===== src/design/prsd_pkg.sv =====
// Shared types and codes for the palette run-length sprite decoder.
// No dependencies; imported by the top level, the parser and the colour pipeline.
package prsd_pkg;

    localparam logic [1:0] REQ_PAL_WRITE   = 2'd0;
    localparam logic [1:0] REQ_FRAME_START = 2'd1;
    localparam logic [1:0] REQ_FRAME_DATA  = 2'd2;

    localparam logic [1:0] MODE_RGB  = 2'd0;
    localparam logic [1:0] MODE_RGBA = 2'd1;
    localparam logic [1:0] MODE_BGRA = 2'd2;

    localparam int PAL_W     = 24;
    localparam int PAL_DEPTH = 256;

    // One pixel request leaving the parser
    typedef struct packed {
        logic        valid;
        logic        err;
        logic [19:0] pos;
        logic [7:0]  alpha;
        logic        pal_ok;
    } pix_req_t;

    typedef struct packed {
        logic [1:0] mode;
        logic [7:0] trans_red;
        logic [7:0] trans_green;
        logic [7:0] trans_blue;
        logic [7:0] threshold;
    } cfg_t;

    // floor(x / 255), exact for x below 65280
    function automatic logic [7:0] div255(input logic [15:0] x);
        logic [16:0] t;
        t = {1'b0, x} + {9'b0, x[15:8]} + 17'd1;
        return t[15:8];
    endfunction

endpackage


===== src/design/prsd_colour.sv =====
// Colour pipeline: palette lookup result, blend products, divide by 255,
// channel ordering and the output register. Depends on prsd_pkg.
module prsd_colour (
    input  logic               clk,
    input  logic               rst_n,
    output logic               advance,
    input  prsd_pkg::pix_req_t pix,
    input  logic [23:0]        pal_rdata,
    input  prsd_pkg::cfg_t     cfg,
    input  logic               out_stall,
    output logic               out_valid,
    output logic [19:0]        pixel_index,
    output logic [7:0]         chan_first,
    output logic [7:0]         chan_second,
    output logic [7:0]         chan_third,
    output logic [7:0]         alpha_out,
    output logic               overflow_error
);

    import prsd_pkg::*;

    pix_req_t    s1_reg;
    pix_req_t    s2_reg;
    logic [23:0] s2_rgb_reg;
    logic [15:0] s2_sum_r_reg, s2_sum_g_reg, s2_sum_b_reg;

    logic [23:0] entry;
    logic [7:0]  inv_a;
    logic [15:0] sum_r, sum_g, sum_b;
    logic [7:0]  c1, c2, c3, ao;

    logic        out_valid_reg;
    logic [19:0] pixel_index_reg;
    logic [7:0]  chan_first_reg, chan_second_reg, chan_third_reg, alpha_out_reg;
    logic        overflow_reg;

    assign advance = !out_valid_reg || !out_stall;

    // entries never written read as zero
    assign entry = s1_reg.pal_ok ? pal_rdata : 24'd0;
    assign inv_a = 8'hFF - s1_reg.alpha;
    assign sum_r = ({8'b0, entry[23:16]} * {8'b0, s1_reg.alpha})
                 + ({8'b0, cfg.trans_red} * {8'b0, inv_a});
    assign sum_g = ({8'b0, entry[15:8]} * {8'b0, s1_reg.alpha})
                 + ({8'b0, cfg.trans_green} * {8'b0, inv_a});
    assign sum_b = ({8'b0, entry[7:0]} * {8'b0, s1_reg.alpha})
                 + ({8'b0, cfg.trans_blue} * {8'b0, inv_a});

    always_comb
    begin
        case (cfg.mode)
            MODE_RGB:
            begin
                ao = 8'd0;
                if (s2_reg.alpha < cfg.threshold)
                begin
                    c1 = cfg.trans_red;
                    c2 = cfg.trans_green;
                    c3 = cfg.trans_blue;
                end
                else
                begin
                    c1 = div255(s2_sum_r_reg);
                    c2 = div255(s2_sum_g_reg);
                    c3 = div255(s2_sum_b_reg);
                end
            end
            MODE_BGRA:
            begin
                c1 = s2_rgb_reg[7:0];
                c2 = s2_rgb_reg[15:8];
                c3 = s2_rgb_reg[23:16];
                ao = s2_reg.alpha;
            end
            default:
            begin
                c1 = s2_rgb_reg[23:16];
                c2 = s2_rgb_reg[15:8];
                c3 = s2_rgb_reg[7:0];
                ao = s2_reg.alpha;
            end
        endcase
    end

    always_ff @(posedge clk or negedge rst_n)
    begin
        if (!rst_n)
        begin
            s1_reg        <= '0;
            s2_reg        <= '0;
            out_valid_reg <= 1'b0;
        end
        else if (advance)
        begin
            s1_reg        <= pix;
            s2_reg        <= s1_reg;
            out_valid_reg <= s2_reg.valid;
        end
    end

    always_ff @(posedge clk)
    begin
        if (advance)
        begin
            s2_rgb_reg   <= entry;
            s2_sum_r_reg <= sum_r;
            s2_sum_g_reg <= sum_g;
            s2_sum_b_reg <= sum_b;
            if (s2_reg.err)
            begin
                pixel_index_reg <= '0;
                chan_first_reg  <= '0;
                chan_second_reg <= '0;
                chan_third_reg  <= '0;
                alpha_out_reg   <= '0;
                overflow_reg    <= 1'b1;
            end
            else
            begin
                pixel_index_reg <= s2_reg.pos;
                chan_first_reg  <= c1;
                chan_second_reg <= c2;
                chan_third_reg  <= c3;
                alpha_out_reg   <= ao;
                overflow_reg    <= 1'b0;
            end
        end
    end

    assign out_valid      = out_valid_reg;
    assign pixel_index    = pixel_index_reg;
    assign chan_first     = chan_first_reg;
    assign chan_second    = chan_second_reg;
    assign chan_third     = chan_third_reg;
    assign alpha_out      = alpha_out_reg;
    assign overflow_error = overflow_reg;

endmodule

===== config.mk =====
export PLATFORM = sky130hd
export DESIGN_NAME = prsd_colour
export DESIGN_NICKNAME = d
export VERILOG_FILES = /design/src/design/prsd_pkg.sv /design/src/design/prsd_colour.sv
export SDC_FILE = /design/constraint.sdc
export NUM_CORES = 1
export LEC_CHECK = 0
export ABC_AREA = 1
export CAP_MARGIN = 10
export CORE_ASPECT_RATIO = 1.5
export CORE_MARGIN = 4
export CORE_UTILIZATION = 60
export CTS_CLUSTER_DIAMETER = 100
export DETAILED_ROUTE_END_ITERATION = 8
export DONT_BUFFER_PORTS = 1
export GPL_ROUTABILITY_DRIVEN = 0
export PLACE_DENSITY = 0.79
export SLEW_MARGIN = 20
export SYNTH_ARGS = -nofsm -noshare
export SYNTH_HDL_FRONTEND = slang
export SYNTH_SLANG_ARGS = --single-unit

===== constraint.sdc =====
create_clock -name clk -period 4.8 [get_ports clk]
set_input_delay 0.24 -clock clk [delete_from_list [all_inputs] [get_ports clk]]
set_output_delay 0.24 -clock clk [all_outputs]
set_load 0.02 [all_outputs]

==> impl_metrics.json <==
{
  "status": "finished, violations left",
  "violations": "negative setup slack",
  "cp_max_fo": 6,
  "initial_core_util_pct": 60.7,
  "synthFlopType": "edfxtp_1",
  "viasPerCell": 5.66,
  "final_cell_mix": "inv_1, nand2_1, nor2_1",
  "detail-route-antenna-nets": 0,
  "ioPinCount": 147,
  "fin_crit_ns": 5.40,
  "multiInputGateArea_mm2": 0.0146,
  "drc_errors": 0,
  "area_growth_syn_to_layout_pct": 20.0,
  "ys_async_sr_fraction_pct": 33.2,
  "hold_depth": 2,
  "final_max_slew_viol_count": 0,
  "synth_area_mm2": 0.0217,
  "die_x_um": 163,
  "synth-seq-cells": 187,
  "avgSynthCellArea_um2": 8.52,
  "htree_num_levels": 4,
  "maxSlewHeadroom_pct": 42.7,
  "regArea_mm2": 0.00531,
  "grt_max_degree": 112,
  "post_drt_wl_per_cell_um": 19.7,
  "worstPathCellList": "buf_12 -> buf_8 -> nand2_8 -> nor2_4 -> fa_1 -> inv_2 -> fa_2 -> inv_2 -> fa_1 -> fa_1 -> fa_1 -> inv_2 -> fa_1 -> inv_2 -> ha_4 -> nand2_2 -> inv_2 -> nand4_1 -> nand3_2 -> nand2_2 -> o211ai_1 -> nand2_1",
  "overflow": 0,
  "worstPathArrival_ns": 5.62,
  "cp.depth": 22,
  "clk_pin_slew_ns": 0.08,
  "path_delay_family": "adder cells",
  "final_hold_viol_count": 0,
  "worstMarginPinSlew_ns": 0.858,
  "grt_pass1_vias": 19700,
  "worst_slack_ns": -0.600,
  "cp_num_buf_inv": 7,
  "nNetsFinal": 3379,
  "setup_viol": 30,
  "endpoint_kind": "flip-flop",
  "vias": 18600,
  "synth_edf_count": 125,
  "grt_pass1_wl_um": 98800,
  "reg2reg_depth": 22,
  "place.detailed.hpwl_um": 49400,
  "required_ns": 5.02,
  "yosysUniqueCellTypes": 47,
  "fmax_mhz": 185,
  "coreArea_mm2": 0.0358,
  "cpMaxStageDelayCell": "fa_1",
  "track_usage_pct": 32.4,
  "hold_class": "primary input to flip-flop",
  "firstDrtPassIters": 6,
  "worstSkewPairLatency_ns": 0.47,
  "largest_reg_flops": 31,
  "clockBufferDepth": 2,
  "layout-drive-gt1-share_pct": 18.0,
  "cts_made_buffers": 17,
  "dr.first_iter.drc_count": 1761,
  "drv_cap": 0,
  "die-area_mm2": 0.0394,
  "cts_tree": "built",
  "synth_cells": 2551,
  "clock_skew_ns": 0.0136,
  "grt_antenna_before_repair": 8,
  "fin_util_pct": 72.8,
  "slowest_delay_ns": 0.56,
  "crit_type": "flip-flop to flip-flop",
  "yosys_warnings": 0,
  "fillCellCount": 2374,
  "yosysSeqAreaShare_pct": 24.4,
  "cts-root-buf": "clkbuf_16",
  "grt_setup_unrepaired": "true",
  "fin_crit_sh_pct": 112,
  "fp.dieH_um": 241,
  "startpoint_type": "flip-flop",
  "final_common_cell": "inv_1",
  "clock-sinks": 187,
  "numPortBuffers": 0,
  "rows": 85,
  "drt_wl_total_um": 64600
}
## cell type report
class	instances	share of cell area, %
multi-input combinational	1661	56.1
sequential	187	20.3
inverter	641	9.40
tap	478	2.29
antenna	4	0.0384
clock inverter	15	0.719
clock buffer	17	1.63
timing repair buffer	277	9.51
## stage by stage
step / hold WS (ns) / TNS [ns] / area (um2) / instances / setup slack [ns]
after CTS: 0.0299 / -8.96 / 25700 / 3261 / -0.448
after detailed placement: -0.0537 / -10.26 / 24200 / 3177 / -0.537
final: 0.0244 / -12.42 / 26100 / 3280 / -0.600
after floorplan: -0.0556 / -1.97 / 22200 / 2553 / -0.171
after global routing: 0.0598 / -16.29 / 26100 / 3279 / -0.735
after global placement: -0.0541 / -7.30 / 24200 / 3177 / -0.471
## synth_stat cells (2+ instances only)
| cell type | instances | area share, % |
|---|---|---|
| xnor2_1 | 16 | 0.64 |
| xor2_1 | 30 | 1.2 |
| inv_1 | 634 | 11 |
| nand3_1 | 93 | 2.1 |
| a21o_1 | 4 | 0.14 |
| fa_1 | 288 | 27 |
| a21oi_1 | 62 | 1.4 |
| mux2_2 | 24 | 1.2 |
| nor2_1 | 305 | 5.3 |
| nor3_1 | 8 | 0.18 |
| clkinv_1 | 4 | 0.069 |
| nand4_1 | 11 | 0.32 |
| clkbuf_1 | 48 | 0.83 |
| buf_2 | 10 | 0.23 |
| o31ai_1 | 3 | 0.10 |
| o21ai_1 | 4 | 0.092 |
| ha_1 | 214 | 12 |
| dfrtp_1 | 62 | 7.1 |
| and2_1 | 5 | 0.14 |
| o22ai_1 | 16 | 0.46 |
| nand2_4 | 2 | 0.10 |
| nand3b_1 | 4 | 0.14 |
| nand2_1 | 484 | 8.4 |
| nor2_2 | 3 | 0.086 |
| o21ai_0 | 53 | 1.2 |
| a21oi_2 | 2 | 0.081 |
| o21bai_1 | 5 | 0.17 |
| edfxtp_1 | 125 | 17 |
| nand3_2 | 5 | 0.23 |
| buf_6 | 3 | 0.16 |
| o21ai_2 | 2 | 0.081 |
| nor3_2 | 2 | 0.092 |
| buf_1 | 3 | 0.052 |
| inv_2 | 3 | 0.052 |
| nand2_2 | 2 | 0.058 |
## routing by layer
layer | part of all wire [%] | routed length, um | GRT usage [%]
met2 | 51 | 32700 | 58.1
met5 | 0.079 | 51 | 0
met1 | 33 | 21400 | 35.1
met3 | 8.6 | 5570 | 6.59
met4 | 7.6 | 4910 | 19.4
## final timing paths
kind	start	endpoint	slack [ns]
worst min register to register	s2_reg[30]	out_valid	0.48
worst max register to register	s1_reg[0]	s2_sum_g_reg[14]	-0.60
max in group asynchronous	rst_n	s1_reg[0]	4.15
min in group asynchronous	rst_n	s2_reg[17]	0.38
worst min-delay path	cfg[16]	s2_sum_g_reg[0]	0.02
worst max-delay path	s1_reg[0]	s2_sum_g_reg[14]	-0.60
## cell families (layout without fill, tap and decap cells)
group	after synthesis	count (layout)	synth area share, %
compound gates	159	159	4.09
xor+xnor	46	46	1.85
fa+ha+maj	502	502	38.8
buf+inv	705	950	12.3
flops	187	187	24.4
mux	24	24	1.24
other cells	1	7	0.0172
simple gates	927	927	17.2
## what timing repair did
| item | in CTS | in global routing |
|---|---|---|
| setup buffers | 18 | 16 |
| endpoints found under the setup margin | 30 | 32 |
| hold endpoints to repair | 94 | 0 |
| pin swaps | 43 | 59 |
| hold buffers | 34 | 0 |
| gates resized for setup | 85 | 71 |
| cloned | 1 | 1 |
Power is not shown: default switching activity piles up to over one toggle a cycle in this logic, so the estimate is an artifact.
