--- src/design/prsd_pkg.sv ---
// Shared types and codes for the palette run-length sprite decoder.
// No dependencies; imported by the top level, the parser and the colour pipeline.
package prsd_pkg;

    localparam logic [1:0] REQ_PAL_WRITE   = 2'd0;
    localparam logic [1:0] REQ_FRAME_START = 2'd1;
    localparam logic [1:0] REQ_FRAME_DATA  = 2'd2;

    localparam logic [1:0] MODE_RGB  = 2'd0;
    localparam logic [1:0] MODE_RGBA = 2'd1;
    localparam logic [1:0] MODE_BGRA = 2'd2;

    localparam int PAL_W     = 24;
    localparam int PAL_DEPTH = 256;

    // One pixel request leaving the parser
    typedef struct packed {
        logic        valid;
        logic        err;
        logic [19:0] pos;
        logic [7:0]  alpha;
        logic        pal_ok;
    } pix_req_t;

    typedef struct packed {
        logic [1:0] mode;
        logic [7:0] trans_red;
        logic [7:0] trans_green;
        logic [7:0] trans_blue;
        logic [7:0] threshold;
    } cfg_t;

    // floor(x / 255), exact for x below 65280
    function automatic logic [7:0] div255(input logic [15:0] x);
        logic [16:0] t;
        t = {1'b0, x} + {9'b0, x[15:8]} + 17'd1;
        return t[15:8];
    endfunction

endpackage

--- src/design/prsd_parser.sv ---
// Stream parser: frame state, run tracking, overrun latch, palette write and
// read issue, palette valid bits. Depends on prsd_pkg.
module prsd_parser #(
    parameter int MAX_PIXELS = 1048576
) (
    input  logic                  clk,
    input  logic                  rst_n,
    input  logic                  accept,
    input  logic [1:0]            req_type,
    input  logic [7:0]            pal_index,
    input  logic [7:0]            pal_red,
    input  logic [7:0]            pal_green,
    input  logic [7:0]            pal_blue,
    input  logic [20:0]           frame_size,
    input  logic [7:0]            data_byte,
    output prsd_pkg::pix_req_t    pix,
    output logic                  ram_we,
    output logic [7:0]            ram_waddr,
    output logic [23:0]           ram_wdata,
    output logic [7:0]            ram_raddr
);

    import prsd_pkg::*;

    typedef enum logic [1:0] {
        PH_COUNT,
        PH_ALPHA,
        PH_INDEX
    } phase_t;

    localparam int CMP_W = (21 > $clog2(MAX_PIXELS + 1)) ? 21 : $clog2(MAX_PIXELS + 1);
    localparam logic [CMP_W-1:0] MAX_CMP = CMP_W'(MAX_PIXELS);
    localparam logic [20:0] POS_MAX = 21'h1FFFFF;

    phase_t      phase_reg,  phase_next;
    logic [7:0]  run_left_reg,  run_left_next;
    logic [7:0]  run_alpha_reg, run_alpha_next;
    logic [20:0] pos_reg,    pos_next;
    logic [20:0] limit_reg,  limit_next;
    logic        err_reg,    err_next;
    logic [PAL_DEPTH-1:0] pal_valid_reg;

    logic [CMP_W-1:0] fs_wide;
    logic [21:0]      skip_end;
    logic             pix_err;
    logic             data_item;

    assign fs_wide   = CMP_W'(frame_size);
    assign skip_end  = {1'b0, pos_reg} + {14'b0, run_left_reg};
    assign pix_err   = err_reg || (pos_reg >= limit_reg);
    assign data_item = accept && (req_type == REQ_FRAME_DATA);

    assign ram_we    = accept && (req_type == REQ_PAL_WRITE);
    assign ram_waddr = pal_index;
    assign ram_wdata = {pal_red, pal_green, pal_blue};
    assign ram_raddr = data_byte;

    always_comb
    begin
        phase_next     = phase_reg;
        run_left_next  = run_left_reg;
        run_alpha_next = run_alpha_reg;
        pos_next       = pos_reg;
        limit_next     = limit_reg;
        err_next       = err_reg;
        pix            = '0;

        if (accept && (req_type == REQ_FRAME_START))
        begin
            limit_next     = (fs_wide > MAX_CMP) ? MAX_CMP[20:0] : frame_size;
            pos_next       = '0;
            phase_next     = PH_COUNT;
            run_left_next  = '0;
            run_alpha_next = '0;
            err_next       = 1'b0;
        end
        else if (data_item)
        begin
            case (phase_reg)
                PH_ALPHA:
                begin
                    run_alpha_next = data_byte;
                    if (data_byte == 8'd0)
                    begin
                        // transparent run: jump position, no pixels
                        if (run_left_reg != 8'd0)
                        begin
                            if (skip_end > {1'b0, limit_reg})
                            begin
                                err_next = 1'b1;
                            end
                            pos_next = skip_end[21] ? POS_MAX : skip_end[20:0];
                        end
                        phase_next = PH_COUNT;
                    end
                    else
                    begin
                        phase_next = (run_left_reg == 8'd0) ? PH_COUNT : PH_INDEX;
                    end
                end
                PH_INDEX:
                begin
                    pix.valid  = 1'b1;
                    pix.err    = pix_err;
                    pix.pos    = pos_reg[19:0];
                    pix.alpha  = run_alpha_reg;
                    pix.pal_ok = pal_valid_reg[data_byte];
                    err_next   = pix_err;
                    if (pos_reg != POS_MAX)
                    begin
                        pos_next = pos_reg + 21'd1;
                    end
                    if (run_left_reg != 8'd0)
                    begin
                        run_left_next = run_left_reg - 8'd1;
                    end
                    if (run_left_reg <= 8'd1)
                    begin
                        phase_next = PH_COUNT;
                    end
                end
                default:
                begin
                    run_left_next = data_byte;
                    phase_next    = PH_ALPHA;
                end
            endcase
        end
    end

    always_ff @(posedge clk or negedge rst_n)
    begin
        if (!rst_n)
        begin
            phase_reg     <= PH_COUNT;
            run_left_reg  <= '0;
            run_alpha_reg <= '0;
            pos_reg       <= '0;
            limit_reg     <= '0;
            err_reg       <= 1'b0;
            pal_valid_reg <= '0;
        end
        else
        begin
            phase_reg     <= phase_next;
            run_left_reg  <= run_left_next;
            run_alpha_reg <= run_alpha_next;
            pos_reg       <= pos_next;
            limit_reg     <= limit_next;
            err_reg       <= err_next;
            if (ram_we)
            begin
                pal_valid_reg[pal_index] <= 1'b1;
            end
        end
    end

endmodule

--- config.mk ---
export PLATFORM = sky130hd
export DESIGN_NAME = prsd_parser
export DESIGN_NICKNAME = d
export VERILOG_FILES = /design/src/design/prsd_pkg.sv /design/src/design/prsd_parser.sv
export SDC_FILE = /design/constraint.sdc
export NUM_CORES = 1
export LEC_CHECK = 0
export BUFFER_PORTS_ARGS = -buffer_cell sky130_fd_sc_hd__buf_2
export CORE_MARGIN = 4
export CORE_UTILIZATION = 30
export CTS_CLUSTER_DIAMETER = 150
export DETAILED_ROUTE_END_ITERATION = 8
export PLACE_DENSITY_LB_ADDON = 0.08
export SLEW_MARGIN = 20
export SYNTH_ARGS = -nofsm -noshare
export SYNTH_HDL_FRONTEND = slang
export SYNTH_SLANG_ARGS = --single-unit
--- constraint.sdc ---
create_clock -name clk -period 6 [get_ports clk]
set_input_delay 0.9 -clock clk [delete_from_list [all_inputs] [get_ports clk]]
set_output_delay 0.9 -clock clk [all_outputs]
set_load 0.1 [all_outputs]
==> results of run 1 <==
-- cells by family after synthesis --
logic type,Yosys count,share of synthesized area
multiplexers,80,0.100
XOR/XNOR,25,0.0134
AND/OR/NAND/NOR,330,0.101
AO/OA/AOI/OAI,470,0.202
flip-flops,317,0.484
adder cells (fa/ha/maj),57,0.0440
buffers and inverters,178,0.0549
-- cell type report --
class | count | area share
flip-flops and latches | 317 | 0.423
multi-input cells | 962 | 0.407
clock buffers | 58 | 0.0611
well taps | 696 | 0.0464
repair buffers | 128 | 0.0415
clock inverters | 14 | 0.0125
inverters | 41 | 0.00820
-- worst reg2reg max path, stage by stage (launching register included) --
cell     delay [ns]
dfrtp_1        0.46
ha_1           0.26
fa_1           0.41
a21oi_1        0.22
o22ai_1        0.16
o41ai_2        0.77
nor2_1         0.14
xor2_1         0.21
ha_1           0.20
a21o_1         0.17
a21oi_1        0.13
nor2b_1        0.06
o31ai_1        0.33
a31oi_1        0.14
o31ai_1        0.23
mux2_2         0.36
-- placed cells by master, fill, tap and decap left out, types with 24 or more instances in the layout --
cell / instances
ha_1: 55
a21oi_1: 54
dfrtp_1: 317
and3_1: 33
nand2_1: 97
nand3_1: 26
mux4_2: 67
buf_4: 39
a21o_1: 258
nor2_1: 45
nor3_1: 24
inv_1: 41
clkbuf_16: 39
o21ai_0: 62
buf_2: 86
-- path summary, 6_finish.rpt --
kind	startpoint	end	cells after the start
worst max-delay path	data_byte[2]	pix[0]	9
max in group asynchronous	rst_n	limit_reg[18]$_DFFE_PN0P_	2
worst min register to register	pal_valid_reg[59]$_DFFE_PN0P_	pal_valid_reg[59]$_DFFE_PN0P_	1
min in group clk	pal_valid_reg[59]$_DFFE_PN0P_	pal_valid_reg[59]$_DFFE_PN0P_	1
worst max register to register	run_left_reg[0]$_DFFE_PN0P_	err_reg$_DFFE_PN0P_	15
worst min-delay path	rst_n	run_alpha_reg[1]$_DFFE_PN0P_	2
-- per-layer routing --
metal / global-route usage / vias to the layer above / routed length [um]
li1: - / 5381 / -
met1: 0.249 / 6052 / 24500
met2: 0.294 / 218 / 24800
met3: 0.0238 / 65 / 1820
met4: 0.0476 / 0 / 1150
met5: 0 / - / 0
-- where the power goes --
group	switching (mW)	total [mW]	leakage (nW)	internal, mW
Combinational	1.08	1.78	5.56	0.703
Sequential	0.264	2.58	4.32	2.32
Clock	0.976	2.53	0.677	1.55
==> flow_summary_export.csv, run 1 <==
group,metric,value,unit
power_and_ir_drop,vdd.ir_drop.worst,0.239,mV
timing,worstMarginPinSlew,1.10,ns
timing,fin_skew,0.00901,ns
setup_path,worstPathRequired,5.10,ns
grt,grt_overflow,0,
timing,layout_min_cycle_time,4.71,ns
setup_path,slowest_delay,0.55,ns
logic_synthesis,synth.cell_area,16400,um^2
timing,fin_ws,1.29,ns
die,fp.coreArea,53900,um^2
clock_tree,cts_tree,"done",
placed_design,dp.cells,2144,
placed_design,place_congestion,0.795,
drt,first_pass_iters,4,
setup_path,slowest_stage,"nor2b_1",
timing,fin_crit_sh,0.785,
placed_design,io_buffers,89,
grt,grt_pass1_vias,12400,
setup_path,crit_buf_inv,3,
setup_path,path_cells,"buf_2 > nor2b_1 > buf_4 > a22oi_1 > a21boi_0 > o21ai_0 > a311o_1 > o22ai_1 > buf_2",
logic_synthesis,synth-seq-cells,317,
logic_synthesis,ys_types,72,
timing,relSlewSlack,0.266,
grt,grt_usage,0.178,
die,fp.dieArea,58400,um^2
logic_synthesis,yosysTopAreaCell,"dfrtp_1",
drt,drtIter0Drc,581,
grt,grt_max_degree,161,
finish,fill_cells,5390,
drt,viasPerCell,5.29,
finish,final-seq-area,7930,um^2
logic_synthesis,ys_warn_count,0,
timing,final-setup-viol-count,0,
timing,rsz0062_at_grt,"false",
clock_tree,clockBufferDepth,3,
finish,final_nets,1612,
finish,utilization,0.348,
clock_tree,cts_hold_buf,0,
setup_path,critical_path.most_common_cell,"buf_2",
drt,drc,0,
setup_path,critPathArrivalTime,3.81,ns
logic_synthesis,async_flop_share,1.00,
finish,fin_area,18800,um^2
clock_tree,cts_setup_buffers,0,
logic_synthesis,synth_cells,1457,
logic_synthesis,synth_edf_count,0,
logic_synthesis,synth_nets,1580,
timing,hold_ws,0.411,ns
setup_path,crit_fanout,20,
clock_tree,clk_latency,0.56,ns
worst_hold_path,hold_path_class,"input port to asynchronous set/reset pin",
logic_synthesis,synthTopCellsByCount,"317 x dfrtp_1, 258 x a21o_1, 97 x nand2_1",
setup_path,start_kind,"input port",
finish,syn_to_final_growth,14.5,%
power_and_ir_drop,finalPower,6.89,mW
setup_path,critical-path-top-delay-family,"buffers and inverters",
logic_synthesis,synthFlopType,"dfrtp_1",
die,initial_core_util,0.304,
setup_path,endpoint_kind,"output pin",
power_and_ir_drop,cellLeakagePower,10.6,nW
drt,wl,52.3,mm
placed_design,dpl-instance-area,17400,um^2
flow_run,maxCapViolCount,0,
finish,n_antenna_cell,0,
drt,num_vias,11700,
drt,antenna_left,0,
die,die_w,242,um
clock_tree,postCtsResizedCells,0,
power_and_ir_drop,p_per_area,367,nW/um^2
finish,multi_input_area,7640,um^2
outcome,status,"finished, final reports clean",
timing,fmax,0.212,GHz
die,die_h,242,um
placed_design,post-dp-hpwl,32.9,mm
finish,fin_cells,2216,
timing,tns,0,ns
setup_path,reg2reg_slack,1.62,ns
logic_synthesis,synth_most_common_cell,"dfrtp_1",
die,rows,85,
clock_tree,h-tree-depth,2,
logic_synthesis,ys_seq_area_frac,0.484,
grt,antenna_found_initial,1,
logic_synthesis,avgSynthCellArea,11.2,um^2
clock_tree,root_buffer,"clkbuf_16",
clock_tree,cts_buffers,39,
timing,drv_slew,0,
die,ioPinCount,138,
drt,wl_per_cell,23.6,um
logic_synthesis,yosys-top-cells-area,"dfrtp_1 48%, a21o_1 12%, mux4_2 9.2%",
finish,drive_above_1_share,0.196,
placed_design,pre_cts_ws,1.27,ns
grt,grt_pass1_wl,81.0,mm
setup_path,path_class,"input port to output pin",
logic_synthesis,synth_top_area_frac,0.484,
timing,finalHoldViolCount,0,
clock_tree,clkSinkCount,317,
clock_tree,clkTransAtPathRegs,0.06,ns
finish,largest_register_ffs,256,
Note: power is estimated with default switching activity, not from simulation.
==> run 2, diff against run 1 <==
--- a/config.mk
+++ b/config.mk
@@ -5,6 +5,7 @@
 export SDC_FILE = /design/constraint.sdc
 export NUM_CORES = 1
 export LEC_CHECK = 0
+export ABC_AREA = 1
 export BUFFER_PORTS_ARGS = -buffer_cell sky130_fd_sc_hd__buf_2
 export CORE_MARGIN = 4
 export CORE_UTILIZATION = 30
==> constraint.sdc (replaced) <==
create_clock -name clk -period 4 [get_ports clk]
set_input_delay 0.6 -clock clk [delete_from_list [all_inputs] [get_ports clk]]
set_output_delay 0.6 -clock clk [all_outputs]
set_load 0.1 [all_outputs]
==> flow_summary_export.csv, run 2 <==
group,metric,value,unit
outcome,status,"finished, final reports clean",
logic_synthesis,synthFlopType,"dfrtp_1",
clock_tree,clkSinkCount,317,
logic_synthesis,ys_seq_area_frac,0.464,
worst_hold_path,hold_path_class,"input port to flop",
logic_synthesis,synth-seq-cells,317,
timing,rsz0062_at_grt,"false",
placed_design,dpl-instance-area,18400,um^2
logic_synthesis,synth_most_common_cell,"nand2_1",
finish,drive_above_1_share,0.0975,
setup_path,reg2reg_slack,0.57,ns
timing,drv_slew,0,
setup_path,r2r_start,"run_left_reg[0]$_DFFE_PN0P_",
drt,first_pass_iters,5,
die,initial_core_util,0.303,
placed_design,place_congestion,0.847,
setup_path,reg2reg_depth,25,
finish,fin_area,19700,um^2
logic_synthesis,yosys-top-cells-area,"dfrtp_1 46%, nand2_1 9.7%, o21ai_0 8.3%",
die,ioPinCount,138,
grt,grt_pass1_vias,14600,
grt,antenna_found_initial,2,
drt,drtIter0Drc,878,
clock_tree,h-tree-depth,2,
finish,largest_register_ffs,256,
finish,final_nets,2301,
setup_path,r2r-end,"err_reg$_DFFE_PN0P_",
drt,drc,0,
power_and_ir_drop,p_per_area,525,nW/um^2
die,die_h,247,um
drt,viasPerCell,4.87,
drt,wl_per_cell,19.2,um
timing,fmax,0.285,GHz
power_and_ir_drop,vdd.ir_drop.worst,0.294,mV
setup_path,crit_end,"pix[0]",
finish,final_common_cell,"nand2_1",
grt,grt_usage,0.189,
clock_tree,clkTransAtPathRegs,0.05,ns
placed_design,dp.cells,2890,
clock_tree,clk_latency,0.57,ns
grt,grt_overflow,0,
power_and_ir_drop,cellLeakagePower,9.60,nW
logic_synthesis,avgSynthCellArea,7.92,um^2
worst_hold_path,hold-path-cell-count,3,
setup_path,critPathArrivalTime,2.91,ns
timing,fin_crit_sh,0.876,
die,fp.dieArea,60900,um^2
clock_tree,root_buffer,"clkbuf_16",
setup_path,worst-path-stages,15,
timing,worstMarginPinSlew,1.03,ns
setup_path,slowest_stage,"inv_2",
timing,layout_min_cycle_time,3.51,ns
timing,relSlewSlack,0.310,
die,die_w,247,um
timing,finalHoldViolCount,0,
die,rows,87,
placed_design,post-dp-hpwl,38.9,mm
drt,antenna_left,0,
setup_path,endpoint_kind,"output pin",
logic_synthesis,synthTopCellsByCount,"440 x nand2_1, 321 x inv_1, 317 x dfrtp_1",
setup_path,critical-path-top-delay-family,"buffers and inverters",
setup_path,worstPathRequired,3.40,ns
finish,syn_to_final_growth,15.5,%
setup_path,critical_path.most_common_cell,"nand2_1",
logic_synthesis,synth_top_area_frac,0.464,
timing,fin_skew,0.00688,ns
setup_path,start_kind,"input port",
setup_path,slowest_delay,0.36,ns
setup_path,path_class,"input port to output pin",
setup_path,crit_fanout,19,
logic_synthesis,synth_cells,2159,
finish,fin_cells,2961,
logic_synthesis,ys_warn_count,0,
finish,final_cell_mix,"440 x nand2_1, 319 x inv_1, 317 x dfrtp_1",
grt,grt_pass1_wl,89.0,mm
logic_synthesis,synth.cell_area,17100,um^2
logic_synthesis,synth_edf_count,0,
setup_path,crit_buf_inv,5,
setup_path,path_cells,"buf_6 > inv_2 > buf_4 > buf_4 > nor2_1 > o21ai_0 > nand2_1 > nand3_1 > nand3_1 > nand2_1 > nand2_1 > nand2_1 > nand2_1 > nor2_1 > buf_12",
clock_tree,cts_buffers,41,
finish,n_antenna_cell,0,
logic_synthesis,ys_types,48,
grt,grt_max_degree,106,
clock_tree,clockBufferDepth,3,
clock_tree,cts_tree,"done",
setup_path,critPathLaunch,"data_byte[0]",
placed_design,io_buffers,89,
drt,wl,56.9,mm
die,fp.coreArea,56400,um^2
flow_run,maxCapViolCount,0,
logic_synthesis,synth_nets,2282,
timing,final-setup-viol-count,0,
logic_synthesis,async_flop_share,1.00,
logic_synthesis,yosysTopAreaCell,"dfrtp_1",
drt,num_vias,14400,
==> run 2: cell types whose count changed after synthesis, sizes merged, moves of 29 or more <==
cell	before	now
mux4	67	0
nand2	97	444
inv	41	325
nor2	54	120
and3	35	1
nand3	26	185
o211ai	7	44
o21bai	4	75
a21o	258	1
o21ai	64	293
a21oi	54	83
==> run 2: cell families after synthesis <==
kind of cell,share of synthesized area
compound gates,0.174
xor+xnor,0.00717
fa+ha+maj,0.0422
buf+inv,0.117
flops,0.464
simple gates,0.196
==> run 2: area by class of cell <==
cell class / count / area, um^2
fillers: 6041 / 36600
flip-flops and latches: 317 / 7930
multi-input cells: 1372 / 7160
inverters: 327 / 1230
clock buffers: 62 / 1220
repair buffers: 119 / 1170
well taps: 756 / 946
clock inverters: 8 / 95.1
==> run 2: what timing repair did <==
item                                   in CTS  in global routing
endpoints found under the hold margin       4                  0
buffers inserted                            0                  0
gates resized for setup                     0                  1
hold buffers                                1                  0
setup endpoints to repair                   0                  1
==> run 2: worst min-delay path: cells and delay by family <==
kind,cells,cell delay (ns)
AOI/OAI and AO/OA,1,0.07
buffers and inverters,1,0.09
and+or+nand+nor,1,0.04
==> run 2: through the flow <==
stage,utilization,setup TNS (ns),hold WS [ns],total power [mW],setup WS [ns]
2_1_floorplan,-,-2.59,0.304,5.92,-0.129
3_3_place_gp,0.327,0,0.438,6.80,0.418
3_5_place_dp,0.327,0,0.445,6.78,0.449
4_1_cts,0.350,0,0.244,10.5,0.424
5_1_grt,0.350,0,0.283,11.1,0.120
6_report,0.350,0,0.275,10.4,0.494
==> run 2: power breakdown <==
group          switching (mW)  internal [mW]  leakage [nW]
sequential              0.281           3.43          3.40
combinational            2.00           1.02          5.56
clock                    1.47           2.16         0.646
total                    3.75           6.61          9.60
==> run 2: worst min-delay path by stage <==
stage,start,endpoint
floorplan,rst_n,err_reg$_DFFE_PN0P_
global placement,pal_valid_reg[12]$_DFFE_PN0P_,pal_valid_reg[12]$_DFFE_PN0P_
detailed placement,pal_valid_reg[80]$_DFFE_PN0P_,pal_valid_reg[80]$_DFFE_PN0P_
CTS,frame_size[1],limit_reg[1]$_DFFE_PN0P_
global route,frame_size[1],limit_reg[1]$_DFFE_PN0P_
finish,frame_size[1],limit_reg[1]$_DFFE_PN0P_
==> run 2: metal layers <==
layer | up-vias | part of all wire | GRT usage | routed length (um)
met5 | - | 0.00023 | 0 | 13
met1 | 7093 | 0.49 | 0.274 | 28000
met3 | 67 | 0.036 | 0.0257 | 2040
met4 | 2 | 0.020 | 0.0496 | 1140
li1 | 6998 | - | - | -
met2 | 260 | 0.45 | 0.297 | 25700
